### src/design/lrms_pkg.sv
// Shared constants and types of the low-pass RMS level meter.
// Depends on nothing; every other file of the block imports it.
package lrms_pkg;

  localparam int SampleW = 16;
  localparam int CoefW = 16;
  localparam int GainW = 3;
  localparam int LevelW = 16;
  localparam int FiltW = 24;
  localparam int FiltFrac = 8;
  localparam int SqShift = 15;
  localparam int SqW = 32;
  localparam int RadW = SqW + 2;
  localparam int RootW = RadW / 2;
  localparam int CfgIndexW = 1;
  localparam int CfgDataW = 16;
  localparam int QueueDepth = 4;
  localparam int MaxBufferSamples = 4096;

  localparam logic [CoefW-1:0] CoefReset = 16'd3932;
  localparam logic [GainW-1:0] GainReset = 3'd2;

  typedef enum logic [CfgIndexW-1:0] {
    REG_FILTER_COEF = 1'b0,
    REG_GAIN_SHIFT  = 1'b1
  } cfg_reg_e;

endpackage

### src/design/lrms_fifo.sv
// Short job queue between the front and back parts of the level meter.
// Imports lrms_pkg for consistency with the rest of the block.
module lrms_fifo import lrms_pkg::*; #(
  parameter int Width = 57,
  parameter int Depth = QueueDepth,
  parameter int FreeW = $clog2(Depth + 1)
) (
  input  logic             clk_i,
  input  logic             rst_ni,
  input  logic             push_i,
  input  logic [Width-1:0] wdata_i,
  input  logic             pop_i,
  output logic             valid_o,
  output logic [Width-1:0] rdata_o,
  output logic [FreeW-1:0] free_o
);

  localparam int PtrW = (Depth > 1) ? $clog2(Depth) : 1;

  logic [Width-1:0] mem_q [Depth];
  logic [PtrW-1:0]  wr_ptr_d, wr_ptr_q, rd_ptr_d, rd_ptr_q;
  logic [FreeW-1:0] count_d, count_q;

  assign valid_o = count_q != '0;
  assign rdata_o = mem_q[rd_ptr_q];
  assign free_o = FreeW'(Depth) - count_q;

  assign wr_ptr_d = (wr_ptr_q == PtrW'(Depth - 1)) ? '0 : wr_ptr_q + 1'b1;
  assign rd_ptr_d = (rd_ptr_q == PtrW'(Depth - 1)) ? '0 : rd_ptr_q + 1'b1;
  assign count_d = count_q + FreeW'(push_i) - FreeW'(pop_i);

  always_ff @(posedge clk_i or negedge rst_ni) begin
    if (!rst_ni) begin
      wr_ptr_q <= '0;
      rd_ptr_q <= '0;
      count_q <= '0;
    end else begin
      if (push_i) begin
        wr_ptr_q <= wr_ptr_d;
      end
      if (pop_i) begin
        rd_ptr_q <= rd_ptr_d;
      end
      count_q <= count_d;
    end
  end

  always_ff @(posedge clk_i) begin
    if (push_i) begin
      mem_q[wr_ptr_q] <= wdata_i;
    end
  end

  a_no_push_when_full: assert property (@(posedge clk_i) disable iff (!rst_ni)
    push_i |-> count_q != FreeW'(Depth))
    else $error("job queue written while full");

  a_no_pop_when_empty: assert property (@(posedge clk_i) disable iff (!rst_ni)
    pop_i |-> count_q != '0)
    else $error("job queue read while empty");

endmodule

### config.mk
export PLATFORM = sky130hd
export DESIGN_NAME = lrms_fifo
export DESIGN_NICKNAME = d
export VERILOG_FILES = /design/src/design/lrms_pkg.sv /design/src/design/lrms_fifo.sv
export SDC_FILE = /design/constraint.sdc
export NUM_CORES = 1
export LEC_CHECK = 0
export ABC_CLOCK_PERIOD_IN_PS = 5500
export BUFFER_PORTS_ARGS = -buffer_cell sky130_fd_sc_hd__buf_2
export CORE_MARGIN = 10
export CORE_UTILIZATION = 60
export CTS_CLUSTER_SIZE = 14
export DETAILED_ROUTE_END_ITERATION = 6
export PLACE_DENSITY_LB_ADDON = 0.05
export SETUP_SLACK_MARGIN = 0.05
export SLEW_MARGIN = 40
export SYNTH_ARGS = -nofsm -noshare
export SYNTH_HDL_FRONTEND = slang
export SYNTH_SLANG_ARGS = --single-unit
export TNS_END_PERCENT = 10
### constraint.sdc
create_clock -name clk_i -period 5.5 [get_ports clk_i]
set_input_delay 1.1 -clock clk_i [delete_from_list [all_inputs] [get_ports clk_i]]
set_output_delay 1.1 -clock clk_i [all_outputs]
set_load 0.005 [all_outputs]
==> impl_metrics.ini <==
[detailed_routing]
dr_total_vias = 3798
drt-initial-drc-count = 207
ant_nets = 0
drc_errors = 0
routed_wl_mm = 15.0
dr.pass1.iters = 6
vias_per_cell = 5.64
wl_per_cell_um = 22.3

[setup_path]
timing.critical_path.slowest_cell_delay_ns = 0.70
cp_max_fo = 39
start_kind = register
critPathKind = register to output port
crit_chain = buf_4 -> mux4_2 -> buf_2
endpoint_kind = output port
crit_slowest_cell = dfrtp_2
crit_arrival_ns = 2.41
required_ns = 4.40

[placement]
dpl.hpwl_mm = 9.53
numPlacedInstances = 633
place_ws_ns = 2.46
gp_congestion = 0.701
io_buffers = 121

[sta]
whs_ns = 0.445
finalWorstSetupSlack_ns = 1.99
fmax_mhz = 285
final_hold_viol_count = 0
relSlewSlack_pct = 61.7
finalClockSkew_ns = 0.00577
setup_viol = 0
finalCritPeriodShare_pct = 63.7
worst_slew_pin_slew_ns = 0.575
period_minus_slack_ns = 3.51
rsz0062_at_grt = no
setup_tns_ns = 0
drv_slew = 0

[synthesis]
synth_top_area_share_pct = 78.9
yosysTopAreaCell = edfxtp_1
synth-seq-cells = 235
synth_area_um2 = 8680
syn-mean-instance-area_um2 = 25.6
syn_inst = 339
yosys_warnings = 0
synth_cell_types = 18
yosys-top-cells-area = edfxtp_1 (79%), mux4_2 (15%), dfrtp_1 (2.0%)
yosysSeqAreaShare_pct = 80.9
syn-num-nets = 410

[power]
p_clk_share_pct = 28.2
swShare_pct = 26.0
finalPower_uw = 5270
internal-power_uw = 3900
power_switching_uw = 1370
leakagePower_uw = 0.00357
p_seq_share_pct = 46.3
vdd_drop_max_v = 0.000413
p_per_area_nw_per_um2 = 517
comb_power_share_pct = 25.4

[die]
dieArea_um2 = 19700
core-area_um2 = 14000
die_w_um = 140
io_pins = 122
die_h_um = 140
start_util_pct = 61.8
fp-row-count = 43

[final_layout]
fin_nets = 549
final_cells = 673
n_antenna_cell = 0
final_cell_mix = edfxtp_1 (228), buf_2 (121), mux4_2 (57)
drive_above_1_share_pct = 45.8
area_delta_synth_final_pct = 17.5
final_common_cell = edfxtp_1

[clock_tree]
htree_levels = 1
path_clk_slew_ns = 0.06
clkSinkCount = 235
cts_root_buf = clkbuf_16
cts_setup_buffers = 0
worstSkewPairLatency_ns = 0.48
cts-resized-gates = 0
clockBufferDepth = 3
holdBufCountCts = 0
cts_tree = done
cts_buffers = 23

[global_route]
overflow = 0
grt_pass1_vias = 4187
antenna_found_initial = 2
grt_max_degree = 40
track_usage_pct = 15.2
grt_pass1_wl_mm = 23.6

[status]
status = finished, final reports clean

[worst_hold_path]
hold_path_class = input pin to async pin

[job]
drv_cap = 0
registers in the layout, indices dropped and copies added (netlist names):
signal / count
mem_q: 228
count_q: 3
wr_ptr_q: 2
rd_ptr_q: 2
layer usage:
metal,vias up,GRT usage (%),wire length (um)
li1,1711,-,-
met3,16,4.29,999
met1,1949,19.9,6240
met2,118,25.0,7630
met4,4,2.83,125
met5,-,0,26
through the flow:
stage | utilization [%] | cell area (um2)
finish | 72.7 | 10200
global route | 72.7 | 10200
CTS | 72.7 | 10200
detailed placement | 67.5 | 9480
global placement | 67.3 | 9450
floorplan | - | 8680
cell usage after synthesis (all sizes together):
master and instances:
mux2 2, nor2 1, and2 4, ha 9, nand2 1, inv 10, edfxtp 228, mux4 57
xnor2 2, or3b 1, o21ai 2, dfrtp 7, buf 14, fa 1
cells by family after synthesis:
group	count (synthesis)	synth area share, %
compound gates	2	0.115
xor+xnor	2	0.202
fa+ha+maj	10	1.53
buf+inv	24	1.76
flops	235	80.9
mux	59	15.0
simple gates	7	0.475
critical path: cells and delay by family, from the launching register on:
family	cells	cell delay, ns
flip-flops	1	0.70
buffers and inverters	2	0.75
multiplexers	1	0.44
final timing paths:
| kind | from | endpoint | slack (ns) | cells past startpoint |
|---|---|---|---|---|
| setup reg to reg | wr_ptr_q[0]$_DFFE_PN0P_ | mem_q[0][36]$_DFFE_PP_ | 3.56 | 4 |
| max in group asynchronous | rst_ni | rd_ptr_q[0]$_DFFE_PN0P_ | 4.87 | 1 |
| hold reg to reg | count_q[2]$_DFF_PN0_ | count_q[2]$_DFF_PN0_ | 0.48 | 1 |
| setup / recovery | rd_ptr_q[1]$_DFFE_PN0P_ | rdata_o[3] | 1.99 | 3 |
| hold / removal | rst_ni | rd_ptr_q[1]$_DFFE_PN0P_ | 0.45 | 1 |
| min in group clk_i | count_q[2]$_DFF_PN0_ | count_q[2]$_DFF_PN0_ | 0.48 | 1 |
final cells by class:
type                    instances  area (um2)
well taps                     180         225
multi-input cells              80        1520
repair buffers                128         671
clock inverters                16         146
inverters                      10        37.5
fillers                       822        3840
clock buffers                  24         579
flip-flops and latches        235        7030
power groups by stage:
stage | Sequential (uW) | Combinational (uW) | Clock, uW
after CTS | 2450 | 1400 | 1520
after floorplan | 2400 | 948 | 0
after global placement | 2530 | 1290 | 0
after global routing | 2480 | 1480 | 1590
after detailed placement | 2490 | 1390 | 0
final | 2440 | 1340 | 1490
Note: power is estimated with default switching activity, not from simulation.
