==> src/design/lrms_pkg.sv <==
// Shared constants and types of the low-pass RMS level meter.
// Depends on nothing; every other file of the block imports it.
package lrms_pkg;

  localparam int SampleW = 16;
  localparam int CoefW = 16;
  localparam int GainW = 3;
  localparam int LevelW = 16;
  localparam int FiltW = 24;
  localparam int FiltFrac = 8;
  localparam int SqShift = 15;
  localparam int SqW = 32;
  localparam int RadW = SqW + 2;
  localparam int RootW = RadW / 2;
  localparam int CfgIndexW = 1;
  localparam int CfgDataW = 16;
  localparam int QueueDepth = 4;
  localparam int MaxBufferSamples = 4096;

  localparam logic [CoefW-1:0] CoefReset = 16'd3932;
  localparam logic [GainW-1:0] GainReset = 3'd2;

  typedef enum logic [CfgIndexW-1:0] {
    REG_FILTER_COEF = 1'b0,
    REG_GAIN_SHIFT  = 1'b1
  } cfg_reg_e;

endpackage

==> src/design/lrms_back.sv <==
// Back part of the level meter: divides the sum by the count, takes the square root
// bit by bit, scales and saturates, and holds the level in the output register.
// Imports lrms_pkg.
module lrms_back import lrms_pkg::*; #(
  parameter int CntW = 13,
  parameter int SumW = 44
) (
  input  logic              clk_i,
  input  logic              rst_ni,
  input  logic              job_valid_i,
  input  logic [SumW-1:0]   job_sum_i,
  input  logic [CntW-1:0]   job_cnt_i,
  output logic              job_pop_o,
  input  logic [GainW-1:0]  gain_i,
  output logic              out_valid_o,
  input  logic              out_ready_i,
  output logic [LevelW-1:0] level_o
);

  typedef enum logic [3:0] {
    ST_IDLE = 4'b0001,
    ST_DIV  = 4'b0010,
    ST_SQRT = 4'b0100,
    ST_DONE = 4'b1000
  } back_state_e;

  localparam int StepW = $clog2(SumW);
  localparam int RemW = RootW + 2;
  localparam int WideW = RootW + (1 << GainW) - 1;

  back_state_e       state_d, state_q;
  logic [StepW-1:0]  step_d, step_q;
  logic [SumW-1:0]   dq_d, dq_q;
  logic [CntW-1:0]   div_rem_d, div_rem_q;
  logic [CntW-1:0]   cnt_d, cnt_q;
  logic [RadW-1:0]   rad_d, rad_q;
  logic [RemW-1:0]   sq_rem_d, sq_rem_q;
  logic [RootW-1:0]  root_d, root_q;
  logic [LevelW-1:0] level_d, level_q;
  logic              out_valid_d, out_valid_q;

  logic [CntW:0]     div_sh;
  logic              div_ge;
  logic [CntW:0]     div_diff;
  logic [SumW-1:0]   dq_shift;
  logic [RemW+1:0]   sq_r;
  logic [RemW+1:0]   sq_trial;
  logic              sq_ge;
  logic [RemW+1:0]   sq_diff;
  logic [WideW-1:0]  lvl_wide;
  logic [LevelW-1:0] lvl_sat;

  assign div_sh = {div_rem_q, dq_q[SumW-1]};
  assign div_ge = div_sh >= {1'b0, cnt_q};
  assign div_diff = div_sh - {1'b0, cnt_q};
  assign dq_shift = {dq_q[SumW-2:0], div_ge};

  assign sq_r = {sq_rem_q, rad_q[RadW-1 -: 2]};
  assign sq_trial = {{(RemW - RootW){1'b0}}, root_q, 2'b01};
  assign sq_ge = sq_r >= sq_trial;
  assign sq_diff = sq_r - sq_trial;

  assign lvl_wide = WideW'(root_q) << gain_i;
  assign lvl_sat = (|lvl_wide[WideW-1:LevelW]) ? '1 : lvl_wide[LevelW-1:0];

  always_comb begin
    state_d = state_q;
    step_d = step_q;
    dq_d = dq_q;
    div_rem_d = div_rem_q;
    cnt_d = cnt_q;
    rad_d = rad_q;
    sq_rem_d = sq_rem_q;
    root_d = root_q;
    level_d = level_q;
    out_valid_d = out_valid_q & ~out_ready_i;
    job_pop_o = 1'b0;
    case (state_q)
      ST_IDLE: begin
        if (job_valid_i) begin
          job_pop_o = 1'b1;
          dq_d = job_sum_i;
          cnt_d = job_cnt_i;
          div_rem_d = '0;
          step_d = StepW'(SumW - 1);
          state_d = ST_DIV;
        end
      end
      ST_DIV: begin
        dq_d = dq_shift;
        div_rem_d = div_ge ? div_diff[CntW-1:0] : div_sh[CntW-1:0];
        step_d = step_q - 1'b1;
        if (step_q == '0) begin
          rad_d = {1'b0, dq_shift[SqW-1:0], 1'b0};
          sq_rem_d = '0;
          root_d = '0;
          step_d = StepW'(RootW - 1);
          state_d = ST_SQRT;
        end
      end
      ST_SQRT: begin
        rad_d = {rad_q[RadW-3:0], 2'b00};
        sq_rem_d = sq_ge ? sq_diff[RemW-1:0] : sq_r[RemW-1:0];
        root_d = {root_q[RootW-2:0], sq_ge};
        step_d = step_q - 1'b1;
        if (step_q == '0) begin
          state_d = ST_DONE;
        end
      end
      ST_DONE: begin
        if (!out_valid_q || out_ready_i) begin
          level_d = (cnt_q == '0) ? '0 : lvl_sat;
          out_valid_d = 1'b1;
          state_d = ST_IDLE;
        end
      end
      default: begin
        state_d = ST_IDLE;
      end
    endcase
  end

  always_ff @(posedge clk_i or negedge rst_ni) begin
    if (!rst_ni) begin
      state_q <= ST_IDLE;
      step_q <= '0;
      out_valid_q <= 1'b0;
    end else begin
      state_q <= state_d;
      step_q <= step_d;
      out_valid_q <= out_valid_d;
    end
  end

  always_ff @(posedge clk_i) begin
    dq_q <= dq_d;
    div_rem_q <= div_rem_d;
    cnt_q <= cnt_d;
    rad_q <= rad_d;
    sq_rem_q <= sq_rem_d;
    root_q <= root_d;
    level_q <= level_d;
  end

  assign out_valid_o = out_valid_q;
  assign level_o = level_q;

  a_level_from_done: assert property (@(posedge clk_i) disable iff (!rst_ni)
    $rose(out_valid_q) |-> $past(state_q == ST_DONE))
    else $error("level presented without a finished computation");

  a_divisor_nonzero: assert property (@(posedge clk_i) disable iff (!rst_ni)
    (state_q == ST_DIV) |-> cnt_q != '0)
    else $error("division started with an empty sample count");

endmodule

==> config.mk <==
export PLATFORM = sky130hd
export DESIGN_NAME = lrms_back
export DESIGN_NICKNAME = d
export VERILOG_FILES = /design/src/design/lrms_pkg.sv /design/src/design/lrms_back.sv
export SDC_FILE = /design/constraint.sdc
export NUM_CORES = 1
export LEC_CHECK = 0
export BUFFER_PORTS_ARGS = -buffer_cell sky130_fd_sc_hd__buf_2
export CAP_MARGIN = 20
export CORE_MARGIN = 2
export CORE_UTILIZATION = 25
export CTS_CLUSTER_DIAMETER = 100
export DETAILED_ROUTE_END_ITERATION = 16
export SETUP_SLACK_MARGIN = 0.15
export SLEW_MARGIN = 20
export SYNTH_ARGS = -nofsm -noshare
export SYNTH_HDL_FRONTEND = slang
export SYNTH_SLANG_ARGS = --single-unit
export TNS_END_PERCENT = 100
==> constraint.sdc <==
create_clock -name clk_i -period 5.3 [get_ports clk_i]
set_clock_uncertainty 0.05 [all_clocks]
set_input_delay 0.265 -clock clk_i [delete_from_list [all_inputs] [get_ports clk_i]]
set_output_delay 0.265 -clock clk_i [all_outputs]
set_load 0.01 [all_outputs]
==> flow_summary.toml <==
[logic_synthesis]
synth_top_area_share_pct = 51.7
muxShareOfSynthArea_pct = 4.51
yosys_warnings = 0
async_flop_share_pct = 6.63
yosys_register_bits = 166
synthesis.nets = 1002
synth_top_family_by_area = "simple AND/OR/NAND/NOR gates"
synth_compound_area_share_pct = 11.0
netlist_area_mm2 = 0.00900
synth_cell_types = 59
synth_xor_area_share_pct = 2.34
synthAdderAreaFrac_pct = 4.81
synth_top_area_cell = "edfxtp_1"
syn_area_per_cell_um2 = 9.95
synth_cells = 904
ys_top_cells_by_area = "edfxtp_1 (52%), nand2_1 (11%), ha_1 (4.6%)"
ys_seq_area_share_pct = 54.8
synth-simple-area-share_pct = 18.8
synth_top_flop_cell = "edfxtp_1"
synth_edf_count = 155

[grt]
met1_usage_pct = 14.6
track_usage_pct = 10.6
antenna_found_initial = 0
grt_pass1_wl_um = 32400
met2_usage_pct = 16.8
grt_pass1_vias = 6366
grt_overflow_total = 0
use_met3_pct = 2.45
top_usage_layer = "met2"
grt_max_degree = 66

[pwr]
vdd_drop_max_mv = 0.261
p_leak_nw = 4.38
powerDensity_mw_per_mm2 = 390

[floorplan]
ios = 82
initial_utilization_pct = 25.4
rows = 69
die_area_mm2 = 0.0375
die_width_um = 194
core_area_mm2 = 0.0355
fp.dieH_um = 194

[detailed_routing]
totalWireLength_um = 19800
vias = 6612
first_pass_iters = 5
drcViolationCount = 0
wire_per_inst_um = 13.5
vias_per_cell = 4.52
drt_iter0_markers = 451
ant_nets = 0

[sta]
fin_setup_tns_ps = 0
finalSetupViolations = 0
rsz0062_at_grt = "false"
finalMaxSlewViolations = 0
max_freq_mhz = 353
holdWs_ps = 43.2
relSlewSlack_pct = 41.0
finalHoldViolations = 0
tightest_slew_ps = 886
final.period_utilization_pct = 53.5
fin_crit_ps = 2840

[clocking]
clock_path_buffers = 2
clock_latency_ps = 430
clockRootBuffer = "clkbuf_16"
clk_pin_slew_ps = 70
cts_tree = "yes"
clkSinkCount = 166
htree_levels = 4
cts_buffers = 17
cts_resized = 0

[worst_setup_path]
end_kind = "flip-flop"
critPathKind = "reg2reg"
cp.buffers_inverters = 2
slowest_delay_ps = 420
cp_top_family = "simple AND/OR/NAND/NOR gates"
start_kind = "flip-flop"
crit_top_cell = "and3_1"
crit_chain = "inv_1 -> ha_1 -> and3_1 -> and3_1 -> nand3_1 -> o211ai_1 -> a31oi_2 -> buf_4 -> mux2i_1 -> nor2_1"
path_max_fanout = 16
crit_path_top_delay_cell = "edfxtp_1"
worstPathRequired_ps = 5400
crit_arrival_ps = 2940

[flow_run]
drv_cap = 0

[placed_design]
dpl.hpwl_um = 13700
place_area_mm2 = 0.00992
gp_congestion = 0.827
portBuffers = 81

[min_path]
hp-class = "in2reg"

[cells_and_area]
final_cell_mix = "nand2_1 (262), edfxtp_1 (155), buf_2 (81)"
final_cell_area_mm2 = 0.0107
diodes = 0
fin_util_pct = 30.0
final_common_cell = "nand2_1"
areaGrowthSynthToFinish_pct = 18.4
drive_above_1_share_pct = 14.5
fin_nets = 1088

[status]
status = "finished, final reports clean"
-- timing repair --
item / CTS / global route
hold buffers: 14 / 0
buffers inserted: 0 / 0
endpoints found under the hold margin: 24 / 0
-- cells in the mapped netlist (5+ instances only) --
cell type / count
a21boi_0: 5
inv_1: 45
a31oi_1: 7
nor2b_1: 11
edfxtp_1: 155
mux4_2: 5
clkbuf_1: 28
mux2i_1: 27
nor2_1: 75
o211ai_1: 7
ha_1: 33
a21o_1: 10
dfrtp_1: 10
nand2b_1: 5
o21a_1: 7
xor2_1: 9
o21ai_0: 31
xnor2_1: 15
and3_1: 6
nand2_1: 265
a21oi_1: 53
a211oi_1: 5
buf_2: 6
nor3_1: 17
nand3_1: 11
-- routing by layer --
layer | up-vias | part of all wire (%)
li1 | 3326 | -
met1 | 3140 | 49
met2 | 135 | 46
met3 | 11 | 4.0
met4 | 0 | 0.88
met5 | - | 0
-- area by class of cell --
class,instances,area (um^2)
fillers,3697,24800
well taps,461,577
repair buffers,104,613
flip-flops and latches,166,4930
clock buffers,18,429
inverters,45,169
clock inverters,14,166
multi-input cells,656,3770
-- per-stage QoR --
stage / std cells / setup WS [ps] / total power [mW]
floorplan: 904 / 2000 / 2.65
global placement: 1418 / 2510 / 2.89
detailed placement: 1418 / 2470 / 2.92
CTS: 1464 / 2450 / 4.21
global route: 1464 / 2220 / 4.42
finish: 1464 / 2460 / 4.15
-- sequential cells by signal (all words and copies together), names as in the netlist, 4 cells and up --
register and flops:
dq_q 44, rad_q 33, sq_rem_q 19, root_q 17
level_o 16, cnt_q 13, div_rem_q 13, step_q 6
state_q 4
-- path summary, 6_finish.rpt --
path	startpoint	to	slack [ps]	cells after the start
worst max-delay path	root_q[13]	sq_rem_q[4]	2460	10
min in group asynchronous	rst_ni	step_q[4]	200	2
worst min register to register	rad_q[29]	rad_q[31]	460	2
worst min-delay path	job_sum_i[16]	dq_q[16]	40	3
max in group asynchronous	rst_ni	state_q[0]	4720	2
worst max register to register	root_q[13]	sq_rem_q[4]	2460	10
-- report_power, final --
group | total [mW] | switching (mW) | internal (mW)
registers | 1.88 | 0.114 | 1.76
logic | 1.01 | 0.634 | 0.371
clock network | 1.27 | 0.559 | 0.709
total | 4.15 | 1.31 | 2.84
-- kinds of logic (layout without fill, tap and decap cells) --
logic type | count (synthesis) | in the layout
flip-flops | 166 | 166
adder cells (fa/ha/maj) | 34 | 34
XOR/XNOR | 24 | 24
AND/OR/NAND/NOR | 410 | 410
multiplexers | 34 | 34
AO/OA/AOI/OAI | 154 | 154
buffers and inverters | 82 | 181
-- tightest hold or removal path, delay by kind of cell --
family / cells / cell delay [ps]
AND/OR/NAND/NOR: 2 / 90
buffers and inverters: 1 / 70
No activity file was read; power rests on OpenSTA's default activity.
